`config.mk`:
```
export PLATFORM = sky130hd
export DESIGN_NAME = cpu_alu_8bit_with_flags_unit
export DESIGN_NICKNAME = d
export VERILOG_FILES = /design/src/rtl/calu_pkg.sv /design/src/rtl/cpu_alu_8bit_with_flags_unit.sv /design/src/rtl/calu_in_reg.sv /design/src/rtl/calu_core.sv /design/src/rtl/calu_out_reg.sv
export VERILOG_INCLUDE_DIRS = /design/src /design/src/rtl
export SDC_FILE = /design/constraint.sdc
export NUM_CORES = 1
export LEC_CHECK = 0
export ABC_AREA = 1
export BUFFER_PORTS_ARGS = -buffer_cell sky130_fd_sc_hd__clkbuf_2
export CAP_MARGIN = 25
export CORE_MARGIN = 8
export CORE_UTILIZATION = 55
export CTS_BUF_LIST = sky130_fd_sc_hd__clkbuf_16
export CTS_CLUSTER_DIAMETER = 30
export CTS_CLUSTER_SIZE = 40
export DETAILED_ROUTE_END_ITERATION = 6
export PLACE_DENSITY = 0.78
export SLEW_MARGIN = 20
export SYNTH_ARGS = -nofsm -noshare
export SYNTH_HDL_FRONTEND = slang
export SYNTH_SLANG_ARGS = --single-unit
```
`constraint.sdc`:
```
create_clock -name clk -period 4.7 [get_ports clk]
set_input_delay 0.235 -clock clk [delete_from_list [all_inputs] [get_ports clk]]
set_output_delay 0.235 -clock clk [all_outputs]
set_load 0.01 [all_outputs]
```
`src/rtl/cpu_alu_8bit_with_flags_unit_defines.svh`:
```
// ----------------------------------------------------------------------------
// cpu_alu_8bit_with_flags_unit_defines.svh
// Assertion macros for the ALU top-level RTL.
// ----------------------------------------------------------------------------
`ifndef CPU_ALU_8BIT_WITH_FLAGS_UNIT_DEFINES_SVH
`define CPU_ALU_8BIT_WITH_FLAGS_UNIT_DEFINES_SVH

// Same-cycle implication, checked on every clock edge outside reset.
`define CALU_ASSERT_NOW(label, ante, cons, msg) \
  label: assert property (@(posedge clk) disable iff (rst) (ante) |-> (cons)) \
    else $error(msg);

// Next-cycle implication, checked on every clock edge outside reset.
`define CALU_ASSERT_NEXT(label, ante, cons, msg) \
  label: assert property (@(posedge clk) disable iff (rst) (ante) |=> (cons)) \
    else $error(msg);

`endif

```
`src/rtl/calu_pkg.sv`:
```
// ----------------------------------------------------------------------------
// calu_pkg
// Command codes, flag positions and word types for the 8-bit ALU.
// ----------------------------------------------------------------------------
package calu_pkg;

  localparam int unsigned CmdW = 4;

  localparam logic [CmdW-1:0] CMD_ADD   = 4'd0;
  localparam logic [CmdW-1:0] CMD_ADC   = 4'd1;
  localparam logic [CmdW-1:0] CMD_SUB   = 4'd2;
  localparam logic [CmdW-1:0] CMD_SBC   = 4'd3;
  localparam logic [CmdW-1:0] CMD_INC   = 4'd4;
  localparam logic [CmdW-1:0] CMD_DEC   = 4'd5;
  localparam logic [CmdW-1:0] CMD_AND   = 4'd6;
  localparam logic [CmdW-1:0] CMD_OR    = 4'd7;
  localparam logic [CmdW-1:0] CMD_XOR   = 4'd8;
  localparam logic [CmdW-1:0] CMD_ADD16 = 4'd9;

  localparam int unsigned FLAG_Z = 7;
  localparam int unsigned FLAG_N = 6;
  localparam int unsigned FLAG_H = 5;
  localparam int unsigned FLAG_C = 4;

  typedef struct packed {
    logic [CmdW-1:0] command;
    logic [15:0]     first_operand;
    logic [15:0]     second_operand;
    logic [7:0]      flags_in;
  } req_t;

  typedef struct packed {
    logic [15:0] result_value;
    logic [7:0]  flags_out;
  } rsp_t;

endpackage

```
`src/rtl/cpu_alu_8bit_with_flags_unit.sv`:
```
// ----------------------------------------------------------------------------
// cpu_alu_8bit_with_flags_unit
// 8-bit ALU with Z/N/H/C flag update and a 16-bit add, two register stages.
// ----------------------------------------------------------------------------
//
//  channel | signals                                            | role
//  --------+----------------------------------------------------+---------
//  in      | in_valid, in_ready, command, first_operand,        | command
//          | second_operand, flags_in                           | word
//  out     | out_valid, out_ready, result_value, flags_out      | result
//          |                                                    | word
//
// One word per cycle sustained while out_ready holds high. An accepted word
// enters the input register, which feeds the adder/flag logic, whose output
// lands in the result register and raises out_valid for the consumer.
// Reset (rst, synchronous) empties both stages; payload is not cleared.
// A stall on out_ready backs up stage by stage: both registers still fill,
// so two words are in flight before in_ready drops.
// ----------------------------------------------------------------------------
`include "cpu_alu_8bit_with_flags_unit_defines.svh"

module cpu_alu_8bit_with_flags_unit (
  input  logic        clk,
  input  logic        rst,
  input  logic        in_valid,
  output logic        in_ready,
  input  logic [3:0]  command,
  input  logic [15:0] first_operand,
  input  logic [15:0] second_operand,
  input  logic [7:0]  flags_in,
  output logic        out_valid,
  input  logic        out_ready,
  output logic [15:0] result_value,
  output logic [7:0]  flags_out
);

  calu_pkg::req_t in_word;
  calu_pkg::req_t hold_word;
  calu_pkg::rsp_t core_rsp;
  calu_pkg::rsp_t out_word;
  logic           hold_valid;
  logic           hold_ready;

  // Pack the input ports into one command word.
  assign in_word.command        = command;
  assign in_word.first_operand  = first_operand;
  assign in_word.second_operand = second_operand;
  assign in_word.flags_in       = flags_in;

  // Stage 1: capture the command word.
  calu_in_reg u_in_reg (
    .clk        (clk),
    .rst        (rst),
    .in_valid   (in_valid),
    .in_ready   (in_ready),
    .in_word    (in_word),
    .hold_valid (hold_valid),
    .hold_ready (hold_ready),
    .hold_word  (hold_word)
  );

  // Compute result and new flags from the held word.
  calu_core u_core (
    .req (hold_word),
    .rsp (core_rsp)
  );

  // Stage 2: hold the result until the consumer takes it.
  calu_out_reg u_out_reg (
    .clk       (clk),
    .rst       (rst),
    .rsp_valid (hold_valid),
    .rsp_ready (hold_ready),
    .rsp_word  (core_rsp),
    .out_valid (out_valid),
    .out_ready (out_ready),
    .out_word  (out_word)
  );

  assign result_value = out_word.result_value;
  assign flags_out    = out_word.flags_out;

  // An accepted word always occupies stage 1 on the next cycle.
  `CALU_ASSERT_NEXT(a_accept_fills, in_valid && in_ready, hold_valid, "accepted word lost")
  // A word leaving stage 1 always shows up as a result.
  `CALU_ASSERT_NEXT(a_advance_fills, hold_valid && hold_ready, out_valid, "result word lost")
  // Low flag nibble passes through untouched.
  `CALU_ASSERT_NOW(a_low_flags, hold_valid,
                   core_rsp.flags_out[3:0] == hold_word.flags_in[3:0], "low flags altered")
  // 8-bit commands leave the upper result byte clear.
  `CALU_ASSERT_NOW(a_upper_zero, hold_valid && (hold_word.command <= calu_pkg::CMD_XOR),
                   core_rsp.result_value[15:8] == 8'd0, "upper byte set")

endmodule

```
`src/rtl/calu_in_reg.sv`:
```
// ----------------------------------------------------------------------------
// calu_in_reg
// Input register: captures one command word, refills in the cycle it drains.
// ----------------------------------------------------------------------------
module calu_in_reg (
  input  logic          clk,
  input  logic          rst,
  input  logic          in_valid,
  output logic          in_ready,
  input  calu_pkg::req_t in_word,
  output logic          hold_valid,
  input  logic          hold_ready,
  output calu_pkg::req_t hold_word
);

  assign in_ready = !hold_valid || hold_ready;

  always_ff @(posedge clk) begin
    if (rst) begin
      hold_valid <= 1'b0;
    end else if (in_ready) begin
      hold_valid <= in_valid;
    end
  end

  // Payload needs no reset; load only on accept.
  always_ff @(posedge clk) begin
    if (in_valid && in_ready) begin
      hold_word <= in_word;
    end
  end

endmodule

```
`src/rtl/calu_core.sv`:
```
// ----------------------------------------------------------------------------
// calu_core
// Combinational datapath: adder, subtractor, logic ops and flag rules.
// ----------------------------------------------------------------------------
module calu_core (
  input  calu_pkg::req_t req,
  output calu_pkg::rsp_t rsp
);

  logic [7:0]  a8;
  logic [7:0]  b8;
  logic        c_add;
  logic        c_sub;
  logic [8:0]  sum8;
  logic [4:0]  half_sum;
  logic [8:0]  diff8;
  logic [4:0]  half_diff;
  logic [16:0] sum16;
  logic [12:0] half_sum16;
  logic [15:0] res;
  logic        z;
  logic        n;
  logic        h;
  logic        c;
  logic        eight;

  assign a8    = req.first_operand[7:0];
  assign b8    = req.second_operand[7:0];
  assign c_add = (req.command == calu_pkg::CMD_ADC) && req.flags_in[calu_pkg::FLAG_C];
  assign c_sub = (req.command == calu_pkg::CMD_SBC) && req.flags_in[calu_pkg::FLAG_C];

  assign sum8      = {1'b0, a8} + {1'b0, b8} + {8'd0, c_add};
  assign half_sum  = {1'b0, a8[3:0]} + {1'b0, b8[3:0]} + {4'd0, c_add};
  // Top bit of a 9/5-bit difference is the borrow out.
  assign diff8     = {1'b0, a8} - {1'b0, b8} - {8'd0, c_sub};
  assign half_diff = {1'b0, a8[3:0]} - {1'b0, b8[3:0]} - {4'd0, c_sub};
  assign sum16      = {1'b0, req.first_operand} + {1'b0, req.second_operand};
  assign half_sum16 = {1'b0, req.first_operand[11:0]} + {1'b0, req.second_operand[11:0]};

  always_comb begin
    res   = req.first_operand;
    z     = req.flags_in[calu_pkg::FLAG_Z];
    n     = req.flags_in[calu_pkg::FLAG_N];
    h     = req.flags_in[calu_pkg::FLAG_H];
    c     = req.flags_in[calu_pkg::FLAG_C];
    eight = 1'b1;
    unique case (req.command) inside
      calu_pkg::CMD_ADD, calu_pkg::CMD_ADC: begin
        res = {8'd0, sum8[7:0]};
        n   = 1'b0;
        h   = half_sum[4];
        c   = sum8[8];
      end
      calu_pkg::CMD_SUB, calu_pkg::CMD_SBC: begin
        res = {8'd0, diff8[7:0]};
        n   = 1'b1;
        h   = half_diff[4];
        c   = diff8[8];
      end
      calu_pkg::CMD_INC: begin
        res = {8'd0, a8 + 8'd1};
        n   = 1'b0;
        h   = (a8[3:0] == 4'hF);
      end
      calu_pkg::CMD_DEC: begin
        res = {8'd0, a8 - 8'd1};
        n   = 1'b1;
        h   = (a8[3:0] == 4'h0);
      end
      calu_pkg::CMD_AND: begin
        res = {8'd0, a8 & b8};
        n   = 1'b0;
        h   = 1'b1;
        c   = 1'b0;
      end
      calu_pkg::CMD_OR: begin
        res = {8'd0, a8 | b8};
        n   = 1'b0;
        h   = 1'b0;
        c   = 1'b0;
      end
      calu_pkg::CMD_XOR: begin
        res = {8'd0, a8 ^ b8};
        n   = 1'b0;
        h   = 1'b0;
        c   = 1'b0;
      end
      calu_pkg::CMD_ADD16: begin
        eight = 1'b0;
        res   = sum16[15:0];
        n     = 1'b0;
        h     = half_sum16[12];
        c     = sum16[16];
      end
      default: begin
        // Unused codes: pass operand and flags through.
        eight = 1'b0;
      end
    endcase
    if (eight) begin
      z = (res[7:0] == 8'd0);
    end
  end

  assign rsp.result_value = res;
  assign rsp.flags_out    = {z, n, h, c, req.flags_in[3:0]};

endmodule

```
`src/rtl/calu_out_reg.sv`:
```
// ----------------------------------------------------------------------------
// calu_out_reg
// Result register: holds one result word until the consumer takes it.
// ----------------------------------------------------------------------------
module calu_out_reg (
  input  logic          clk,
  input  logic          rst,
  input  logic          rsp_valid,
  output logic          rsp_ready,
  input  calu_pkg::rsp_t rsp_word,
  output logic          out_valid,
  input  logic          out_ready,
  output calu_pkg::rsp_t out_word
);

  assign rsp_ready = !out_valid || out_ready;

  always_ff @(posedge clk) begin
    if (rst) begin
      out_valid <= 1'b0;
    end else if (rsp_ready) begin
      out_valid <= rsp_valid;
    end
  end

  always_ff @(posedge clk) begin
    if (rsp_valid && rsp_ready) begin
      out_word <= rsp_word;
    end
  end

endmodule
```
# --- Word level (Yosys, flattened, before mapping) ---
# Index checks and enable logic that the tools add are counted.
totals:
  register_bits: 70
  latch_bits: 0
  ramBits: 0
  rom_bits: 0
  in_bits: 48
  output_inout_bits: 26
  memories: 0
classes:
  addsub: 12
  multipliers: 0
  n_div: 0
  order_cmp: 0
  n_eq_ne: 10
  n_shift: 0
  muxes: 6
  bitwise: 3
  n_reduce_logical: 18
ops:
  columns: ["operator", "n"]
  rows:
  - ["one-hot mux 16 bit (8 select lines)", 1]
  - ["adder 16 x 16 -> 17 bit", 1]
  - ["equality test 4 x 3 -> 1 bit, second input constant", 4]
  - ["adder 12 x 12 -> 13 bit", 1]
  - ["equality test 4 bit, second input constant", 3]
  - ["adder 8 x 8 -> 9 bit", 1]
  - ["adder 9 x 1 -> 9 bit", 1]
  - ["OR reduction 9 bit", 1]
  - ["subtractor 8 x 8 -> 9 bit", 1]
  - ["subtractor 9 x 1 -> 9 bit", 1]
  - ["adder 8 x 1 -> 8 bit, second input constant", 1]
  - ["AND 8 bit", 1]
  - ["equality test 4 x 2 -> 1 bit, second input constant", 2]
  - ["zero test 4 bit", 2]
  - ["zero test 8 bit", 1]
  - ["bitwise OR 8 bit", 1]
  - ["subtractor 8 x 1 -> 8 bit, second input constant", 1]
  - ["XOR 8 bit", 1]
  - ["one-hot mux 1 bit (7 select lines)", 1]
  - ["OR reduction 7 bit", 1]
  - ["OR reduction 2 bit", 3]
  - ["OR reduction 3 bit", 2]
  - ["adder 4 x 4 -> 5 bit", 1]
  - ["adder 5 x 1 -> 5 bit", 1]
  - ["9 further kinds", 15]

# --- Depth between registers and ports, before layout ---
# Gate-level depths: netlist (run 1).
logic_depth:
  word_depth: 6
  mapped_depth: 21
  depth_no_buf: 20

# --- By module ---
# Synthesis (run 1) repeated with hierarchy kept, for this count alone.
hier_totals:
  hier_cells: 628
  hier_area_um2: 5102.4
by_module_without_submodules:
  columns: ["module", "instances", "cells_per_inst", "area_each_um2", "seq_area_each_um2"]
  rows:
  - ["calu_core", 1, 548, 2965.3, 0.0]
  - ["calu_in_reg", 1, 50, 1368.8, 1341.3]
  - ["calu_out_reg", 1, 30, 768.2, 740.7]

# --- Least setup slack after synthesis (run 1) ---
# No wires, ideal clock.
synth_timing:
  kind: "register to register"
  start: "reg u_in_reg.hold_word[43] (netlist name)"
  end: "reg u_out_reg.out_word[7] (netlist name)"
  setup_ps: 253
  t_arrival_ps: 2608
  required_time_ps: 4447
  setup_slack_ps: 1839
  stages_incl_launch_ff: 21
  n_path_buf: 1
  synth_period_minus_slack_ps: 2861
  path_cell_list: "edfxtp_1 -> inv_2 -> nand2_2 -> nor2_2 -> buf_6 -> nand3_1 -> fa_1 -> inv_1 -> ha_1 -> o21ai_0 -> nand2_1 -> nand2_1 -> nand2_1 -> nand2_1 -> nand2_1 -> o21ai_0 -> nor2_1 -> nand2_1 -> nand2_1 -> nand3_1 -> nand2_1"

==> impl_metrics.csv, run 1 <==
group,metric,value,unit
status,status,"finished clean",
layout,fillers,768,
yosys,syn_area_per_cell,8.14,µm²
setup_path,crit_chain,"nor2_4 -> nand2_2 -> inv_2 -> nand3_1 -> fa_1 -> fa_1 -> inv_1 -> nand3_1 -> nand2_1 -> nand2_1 -> nand3_1 -> nand2_1 -> nor2_1 -> nand2_1 -> nand2_1 -> nand2_1 -> nor2_1 -> nand3_1 -> nand2_1",
setup_path,cp.arrival,3.35,ns
cts,clockBufferDepth,2,
cts,cts_tree,"built",
timing,clock.fmax,317,MHz
yosys,synth-main-ff-cell,"edfxtp_1",
floorplan,rows,34,
route,post_drt_wl_per_cell,17.2,µm
job,drv_cap,0,
timing,fin_worst_skew,0.00690,ns
place,placed_cells,774,
setup_path,crit_path_end_kind,"flop",
timing,slew_headroom,32.2,%
timing,setup_viol,0,
cts,htreeDepth,3,
timing,fin_crit_sh,67.2,%
layout,n_antenna_cell,0,
cts,clock-sinks,70,
route,viasPerCell,5.51,
place,port_buffers,73,
yosys,syn_nets,694,
floorplan,initial_core_util,56.2,%
yosys,async_flop_share,0,%
timing,period_needed,3.16,ns
route,drc,0,
floorplan,ios,74,
pwr,power.density,319,mW/mm²
route,drt_pass1_iterations,5,
pwr,ir_worst_vdd,0.248,mV
layout,nets,775,
setup_path,startpoint_type,"flop",
timing,grt_setup_unrepaired,"no",
yosys,synth_warnings,0,
yosys,synth_seq_cells,70,
yosys,synth_top_area_share,42.1,%
pwr,p_total,0.00180,W
floorplan,dieHeight,110,µm
yosys,syn_area,0.00485,mm²
global_routing,grt_pass1_wl,21.3,mm
place,dp_hpwl,10.8,mm
route,antenna_left,0,
floorplan,core,0.00864,mm²
global_routing,grt_pass1_vias,4101,
route,dr.first_iter.drc_count,369,
floorplan,dieArea,0.0121,mm²
layout,layout_common_cells,"170 x nand2_1, 93 x inv_1, 73 x clkbuf_2, 68 x edfxtp_1, 55 x nand3_1",
layout,instances_no_fill,790,
layout,drive_gt1_share,16.9,%
pwr,leakage,2.80,nW
cts,clk_pin_slew,0.06,ns
cts,holdBufCountCts,0,
setup_path,path_class,"reg -> reg",
route,routed_wl,13.6,mm
global_routing,track_usage,23.3,%
global_routing,grt_max_degree,25,
place,place_congestion,0.967,
timing,max_slew.worst_pin.slew,1.01,ns
floorplan,die_w,110,µm
timing,finalSetupTns,0,ns
yosys,synth_seq_area_share,42.9,%
yosys,syn_inst,596,
setup_path,crit_top_cell,"nand2_1",
global_routing,antenna_found_initial,0,
cts,cts_resized,0,
yosys,synth_edf_count,68,
cts,numCtsBuffers,9,
cts,post_cts_buffers,0,
timing,hold_viol,0,
global_routing,gr-total-overflow,0,
setup_path,critPathMaxStageDelay,0.51,ns
yosys,netlist-cell-type-count,34,
layout,register_area,0.00208,mm²
setup_path,required,4.90,ns
cts,clk_latency,0.34,ns
layout,postLayoutCoreUtil,65.2,%
timing,slew_violations,0,
yosys,yosysTopAreaCell,"edfxtp_1",
yosys,synth_area_leaders,"edfxtp_1 42%, nand2_1 13%, ha_1 11%, inv_1 7.2%, nand3_1 5.7%",
route,vias,4354,
layout,multi_input_area,0.00236,mm²
layout,layout_commonest_cell,"nand2_1",
cts,root_buffer,"clkbuf_16",
layout,syn2layout_area_growth,16.0,%
min_path,hold_class,"in -> reg",
setup_path,slowest_stage,"edfxtp_1",
setup_path,worst-path-max-fanout,8,
cell usage after synthesis, types with 2 or more instances:
master    count
a21oi_1      34
edfxtp_1     68
o21ai_1       5
nand2_1     170
inv_1        93
nand4_1      12
nand2_2       5
nand3_1      55
fa_1          6
or2_2         2
inv_2         7
nor2_1       37
nor3_1        3
nor2_4        2
o22ai_1       3
dfxtp_1       2
ha_1         44
nor2_2        5
o21ai_0      23
xor2_1        4
buf_2         3
layout make-up:
class                           count  area share [%]
Clock inverter                      7            1.09
Multi-Input combinational cell    420            42.0
Tap cell                          108            2.40
Clock buffer                        9            4.00
Inverter                          100            6.67
Sequential cell                    70            37.0
Timing Repair Buffer               76            6.89
registers in the layout (all words and copies together) (netlist names):
| register | count |
|---|---|
| u_out_reg.out_word | 24 |
| u_out_reg.out_valid | 1 |
| u_in_reg.hold_valid | 1 |
| u_in_reg.hold_word | 44 |
metal layers:
| metal | global-route usage, % | share of wire [%] |
|---|---|---|
| met5 | 0 | 0 |
| met4 | 6.75 | 1.6 |
| met3 | 6.04 | 12 |
| met2 | 35.3 | 45 |
| met1 | 32.1 | 42 |
logic make-up after synthesis:
group | share of synthesized area, %
simple gates | 25.7
buf+inv | 8.51
compound gates | 8.20
flops | 42.9
fa+ha+maj | 13.8
xor+xnor | 0.902
power by group:
part | switching (W) | internal (W)
Clock | 0.000291 | 0.000367
Combinational | 0.000249 | 0.000131
Sequential | 0.0000258 | 0.000731
Total | 0.000566 | 0.00123
per-stage QoR:
stage,setup slack (ns),hold slack [ns],cell area [µm²]
final,1.54,0.0661,5630
after global routing,1.24,0.0619,5630
after CTS,1.58,0.0635,5630
after detailed placement,1.60,0.405,5340
after global placement,1.63,0.402,5340
after floorplan,1.84,0.304,4850
worst paths after layout:
kind                           from  depth (start not counted)  slack (ns)                    end
max          u_in_reg.hold_word[41]                         19        1.54  u_out_reg.out_word[7]
min                             rst                          2        0.07    u_in_reg.hold_valid
max reg2reg  u_in_reg.hold_word[41]                         19        1.54  u_out_reg.out_word[7]
min reg2reg   u_in_reg.hold_word[1]                          0        0.42  u_out_reg.out_word[1]
critical path, delay by kind of cell (launching register included):
kind / cells / cell delay [ns]
adder cells (fa/ha/maj): 2 / 0.86
buffers and inverters: 2 / 0.25
flip-flops: 1 / 0.51
AND/OR/NAND/NOR: 15 / 1.38
(Power assumes the default switching activity.)
==> inputs of run 2 (changes only) <==
clock period = 3.2 ns   (was 4.7 ns; I/O delays follow)
==> impl_metrics.csv, run 2 (synthesis results as in run 1) <==
group,metric,value,unit
floorplan,die_w,110,µm
setup_path,path_class,"reg -> reg",
layout,postLayoutCoreUtil,71.0,%
setup_path,crit_top_cell,"nand2_1",
cts,root_buffer,"clkbuf_16",
min_path,hold_path_end,"u_in_reg.hold_word[20]",
route,antenna_left,0,
setup_path,r2r_end,"u_out_reg.out_word[7]",
cts,clock-sinks,70,
min_path,hold_start,"second_operand[12]",
global_routing,grt_max_degree,45,
layout,largest-register,"u_in_reg.hold_word",
setup_path,required,3.41,ns
layout,reg_top3,"u_in_reg.hold_word (44), u_out_reg.out_word (24)",
global_routing,grt_pass1_wl,23.0,mm
setup_path,worst-path-max-fanout,8,
cts,htreeDepth,3,
layout,nets,828,
global_routing,grt_pass1_vias,4381,
route,dr.first_iter.drc_count,384,
setup_path,cp.arrival,3.16,ns
place,postPlaceCellArea,0.00542,mm²
floorplan,rows,34,
timing,finalSetupTns,0,ns
status,status,"finished clean",
global_routing,antenna_found_initial,0,
min_path,hold_class,"in -> reg",
route,routed_wl,14.8,mm
route,vias,4572,
layout,n_antenna_cell,0,
setup_path,crit_path_end_kind,"flop",
route,viasPerCell,5.42,
timing,clock.fmax,339,MHz
floorplan,dieArea,0.0121,mm²
setup_path,startpoint_type,"flop",
timing,slew_violations,0,
cts,cts_tree,"built",
place,place_congestion,0.966,
route,drt_pass1_iterations,5,
setup_path,reg2regPathDepth,19,
setup_path,crit_chain,"nor2_4 -> nand2_2 -> inv_4 -> nand3_1 -> fa_2 -> fa_1 -> inv_2 -> nand3_1 -> nand2_1 -> nand2_1 -> nand3_1 -> nand2_1 -> nor2_1 -> nand2_1 -> nand2_1 -> nand2_1 -> nor2_1 -> nand3_1 -> nand2_1",
layout,syn2layout_area_growth,26.3,%
setup_path,critPathMaxStageDelay,0.48,ns
timing,setup_viol,0,
layout,fillers,673,
timing,slew_headroom,62.5,%
place,port_buffers,73,
global_routing,track_usage,25.2,%
timing,hold_viol,0,
job,drv_cap,0,
layout,layout_common_cells,"170 x nand2_1, 92 x inv_1, 73 x clkbuf_2, 68 x edfxtp_1, 55 x nand3_1",
layout,largest_reg_flops,44,
cts,clk_latency,0.35,ns
global_routing,gr-total-overflow,0,
floorplan,core,0.00864,mm²
floorplan,dieHeight,110,µm
setup_path,slowest_stage,"edfxtp_1",
cts,clockBufferDepth,2,
cts,numCtsBuffers,9,
pwr,ir_worst_vdd,0.320,mV
pwr,p_total,0.00273,W
route,drc,0,
timing,period_needed,2.95,ns
timing,max_slew.worst_pin.slew,0.562,ns
timing,fin_crit_sh,92.3,%
floorplan,ios,74,
place,dp_hpwl,10.7,mm
cts,clk_pin_slew,0.07,ns
layout,layout_commonest_cell,"nand2_1",
pwr,leakage,3.02,nW
route,post_drt_wl_per_cell,17.5,µm
layout,fin_area,0.00613,mm²
setup_path,r2r-start,"u_in_reg.hold_word[42]",
layout,drive_gt1_share,17.7,%
pwr,power.density,445,mW/mm²
floorplan,initial_core_util,56.2,%
min_path,worstHoldPathCells,1,
setup_path,r2r_slack,0.25,ns
timing,fin_worst_skew,0.0127,ns
## run 2: changes by cell type in the layout (fill, tap and decap cells not counted)
cell           previous run  this run
fa_1                      6         5
buf_4                     3        16
dlygate4sd3_1             0        40
inv_1                    93        92
inv_4                     0         1
fa_2                      0         1
## run 2: how the worst max path moves through the flow
stage | from | to | slack, ns
3_3_place_gp | u_in_reg.hold_word[42] | u_out_reg.out_word[7] | 0.21
5_1_grt | u_in_reg.hold_word[42] | u_out_reg.out_word[7] | -0.002
6_report | u_in_reg.hold_word[42] | u_out_reg.out_word[7] | 0.25
3_5_place_dp | u_in_reg.hold_word[42] | u_out_reg.out_word[7] | 0.15
4_1_cts | u_in_reg.hold_word[42] | u_out_reg.out_word[7] | 0.10
2_1_floorplan | u_in_reg.hold_word[43] | u_out_reg.out_word[7] | 0.34
## run 2: metal layers
layer | vias up | GRT usage [%] | share of wire [%] | wire [µm]
li1 | 2235 | - | - | -
met1 | 2087 | 34.0 | 43 | 6280
met2 | 226 | 40.1 | 46 | 6860
met3 | 24 | 4.98 | 9.0 | 1330
met4 | 0 | 7.43 | 2.0 | 296
met5 | - | 0 | 0 | 0
## run 2: cell type report
cell class | count | area, µm² | area share, %
flip-flops and latches | 70 | 2080 | 34.0
well taps | 108 | 135 | 2.20
repair buffers | 129 | 886 | 14.4
multi-input cells | 420 | 2360 | 38.6
clock inverters | 7 | 61.3 | 1.00
clock buffers | 9 | 225 | 3.67
inverters | 100 | 378 | 6.16
## run 2: what timing repair did
action,4_1_cts,5_1_grt
endpoints found under the setup margin,0,2
hold buffers,40,0
setup buffers,0,3
gates resized for setup,0,3
hold endpoints to repair,41,0
## run 2: report_power, final
part | internal, W | switching [W]
Sequential | 0.00107 | 0.0000309
Clock | 0.000541 | 0.000459
Combinational | 0.000236 | 0.000387
## run 2: metrics by stage
step	instances	hold slack, ns	setup WS [ns]
floorplan	596	0.229	0.339
global placement	784	0.334	0.212
detailed placement	784	0.339	0.146
CTS	840	0.000603	0.104
global route	843	0.000734	-0.00177
finish	843	0.00245	0.247
## run 2: worst max-delay path, delay by kind of cell, from the launching register on
| family | cells | cell delay [ns] |
|---|---|---|
| simple gates | 15 | 1.31 |
| fa+ha+maj | 2 | 0.80 |
| flops | 1 | 0.48 |
| buf+inv | 2 | 0.21 |
==> inputs of run 3 (changes only) <==
CORE_UTILIZATION = 25   (was 55)
PLACE_DENSITY = not set   (was 0.78)
==> impl_metrics.csv, run 3 (synthesis results as in run 1) <==
group,metric,value,unit
layout,nets,821,
global_routing,gr-total-overflow,0,
min_path,hold_path_end,"u_in_reg.hold_word[31]",
timing,setup_viol,0,
pwr,leakage,3.01,nW
min_path,worstHoldPathCells,1,
floorplan,rows,51,
cts,clk_pin_slew,0.06,ns
place,dp_hpwl,11.0,mm
global_routing,grt_pass1_vias,4402,
setup_path,r2r-start,"u_in_reg.hold_word[41]",
setup_path,slowest_stage,"edfxtp_1",
global_routing,gr-usage-met1,14.7,%
setup_path,required,3.29,ns
floorplan,ios,74,
cts,clockBufferDepth,2,
floorplan,dieHeight,155,µm
floorplan,dieArea,0.0241,mm²
place,place_congestion,0.912,
timing,grt_setup_unrepaired,"no",
route,post_drt_wl_per_cell,14.2,µm
setup_path,reg2regPathDepth,16,
layout,postLayoutCoreUtil,32.7,%
setup_path,crit_chain,"nor2_4 -> nand2_2 -> inv_2 -> nand3_1 -> fa_1 -> fa_1 -> inv_1 -> nand2_1 -> nand3_1 -> nand2_1 -> a21oi_1 -> nor2_1 -> nand3_1 -> nor2_1 -> nand3_1 -> nand2_1",
place,port_buffers,73,
layout,syn2layout_area_growth,29.6,%
layout,largest_reg_flops,44,
global_routing,globalRouteMet2Util,20.6,%
pwr,p_total,0.00272,W
route,antenna_left,0,
global_routing,grt_max_degree,45,
route,routed_wl,14.1,mm
timing,hold_viol,0,
timing,slew_violations,0,
timing,fin_worst_skew,0.0114,ns
status,status,"finished clean",
timing,fin_crit_sh,90.5,%
setup_path,r2r_end,"u_out_reg.out_word[7]",
timing,clock.fmax,345,MHz
layout,n_antenna_cell,0,
setup_path,path_buf_inv,2,
global_routing,grt_pass1_wl,22.7,mm
global_routing,antenna_found_initial,0,
global_routing,grt.busiest_layer,"met2",
min_path,hold_class,"in -> reg",
floorplan,core,0.0193,mm²
cts,clk_latency,0.34,ns
cts,root_buffer,"clkbuf_16",
layout,largest-register,"u_in_reg.hold_word",
setup_path,critPathMaxStageDelay,0.50,ns
setup_path,crit_path_end_kind,"flop",
setup_path,path_class,"reg -> reg",
timing,finalSetupTns,0,ns
global_routing,track_usage,12.0,%
route,vias,4336,
route,dr.first_iter.drc_count,326,
layout,drive_gt1_share,17.1,%
setup_path,cp_top_family,"simple AND/OR/NAND/NOR gates",
layout,reg_top3,"u_in_reg.hold_word (44), u_out_reg.out_word (24)",
floorplan,die_w,155,µm
min_path,hold_start,"first_operand[7]",
layout,layout_common_cells,"170 x nand2_1, 92 x inv_1, 73 x clkbuf_2, 68 x edfxtp_1, 55 x nand3_1",
cts,cts_tree,"built",
layout,layout_commonest_cell,"nand2_1",
pwr,power.density,432,mW/mm²
global_routing,gr-usage-met3,1.80,%
setup_path,cp.arrival,2.99,ns
setup_path,r2r_slack,0.31,ns
route,viasPerCell,4.37,
timing,slew_headroom,36.5,%
route,drc,0,
setup_path,crit_top_cell,"nand3_1",
job,drv_cap,0,
cts,htreeDepth,3,
timing,max_slew.worst_pin.slew,0.950,ns
timing,period_needed,2.89,ns
setup_path,startpoint_type,"flop",
route,drt_pass1_iterations,5,
cts,numCtsBuffers,9,
cts,clock-sinks,70,
pwr,ir_worst_vdd,0.213,mV
floorplan,initial_core_util,25.2,%
setup_path,worst-path-max-fanout,6,
-- run 3: changes by cell type in the layout (fill, tap and decap cells not counted), moves of 2 or more --
cell	change
clkinv_2	+3
dlygate4sd3_1	-3
buf_4	-5
clkinvlp_4	-2
inv_6	-2
-- run 3: how the worst max path moves through the flow --
stage | from | endpoint | cells after the start
floorplan | u_in_reg.hold_word[43] | u_out_reg.out_word[7] | 20
global route | u_in_reg.hold_word[41] | u_out_reg.out_word[7] | 19
CTS | u_in_reg.hold_word[41] | u_out_reg.out_word[7] | 16
finish | u_in_reg.hold_word[41] | u_out_reg.out_word[7] | 16
detailed placement | u_in_reg.hold_word[43] | u_out_reg.out_word[7] | 19
global placement | u_in_reg.hold_word[41] | u_out_reg.out_word[7] | 16
-- run 3: cell type report --
class / instances / area, µm²
Sequential cell: 70 / 2080
Clock buffer: 9 / 225
Inverter: 100 / 375
Clock inverter: 6 / 62.6
Timing Repair Buffer: 122 / 846
Tap cell: 265 / 332
Fill cell: 2069 / 13000
Multi-Input combinational cell: 420 / 2370
-- run 3: per-stage QoR --
stage | instance area, µm² | worst slack, ns | hold WS [ns] | instances
2_1_floorplan | 4850 | 0.339 | 0.229 | 596
3_3_place_gp | 5610 | 0.311 | 0.337 | 939
3_5_place_dp | 5610 | 0.304 | 0.339 | 939
4_1_cts | 6250 | 0.300 | 0.00127 | 990
5_1_grt | 6290 | 0.0198 | 0.00210 | 992
6_report | 6290 | 0.306 | 0.0102 | 992
-- run 3: repair_timing --
action | in CTS | in global routing
hold buffers | 36 | 1
endpoints found under the setup margin | 0 | 1
hold endpoints to repair | 37 | 1
resized for setup | 0 | 1
setup buffers | 0 | 0
-- run 3: power breakdown --
| group | internal [W] | switching, W | leakage [nW] | total (W) |
|---|---|---|---|---|
| sequential | 0.00107 | 0.0000317 | 0.675 | 0.00111 |
| clock | 0.000599 | 0.000408 | 0.145 | 0.00101 |
| combinational | 0.000232 | 0.000371 | 2.19 | 0.000603 |
-- run 3: worst register-to-register path, cell delays in order (launching register included) --
cell	delay, ns
edfxtp_1	0.50
nor2_4	0.16
nand2_2	0.09
inv_2	0.06
nand3_1	0.07
fa_1	0.44
fa_1	0.42
inv_1	0.11
nand2_1	0.09
nand3_1	0.08
nand2_1	0.09
a21oi_1	0.19
nor2_1	0.09
nand3_1	0.09
nor2_1	0.06
nand3_1	0.06
nand2_1	0.05
-- run 3: layer usage --
metal  up-vias  routed length [µm]
met3        27                 577
met2       114                6870
li1       2219                   -
met5         -                   0
met1      1976                6210
met4         0                 404
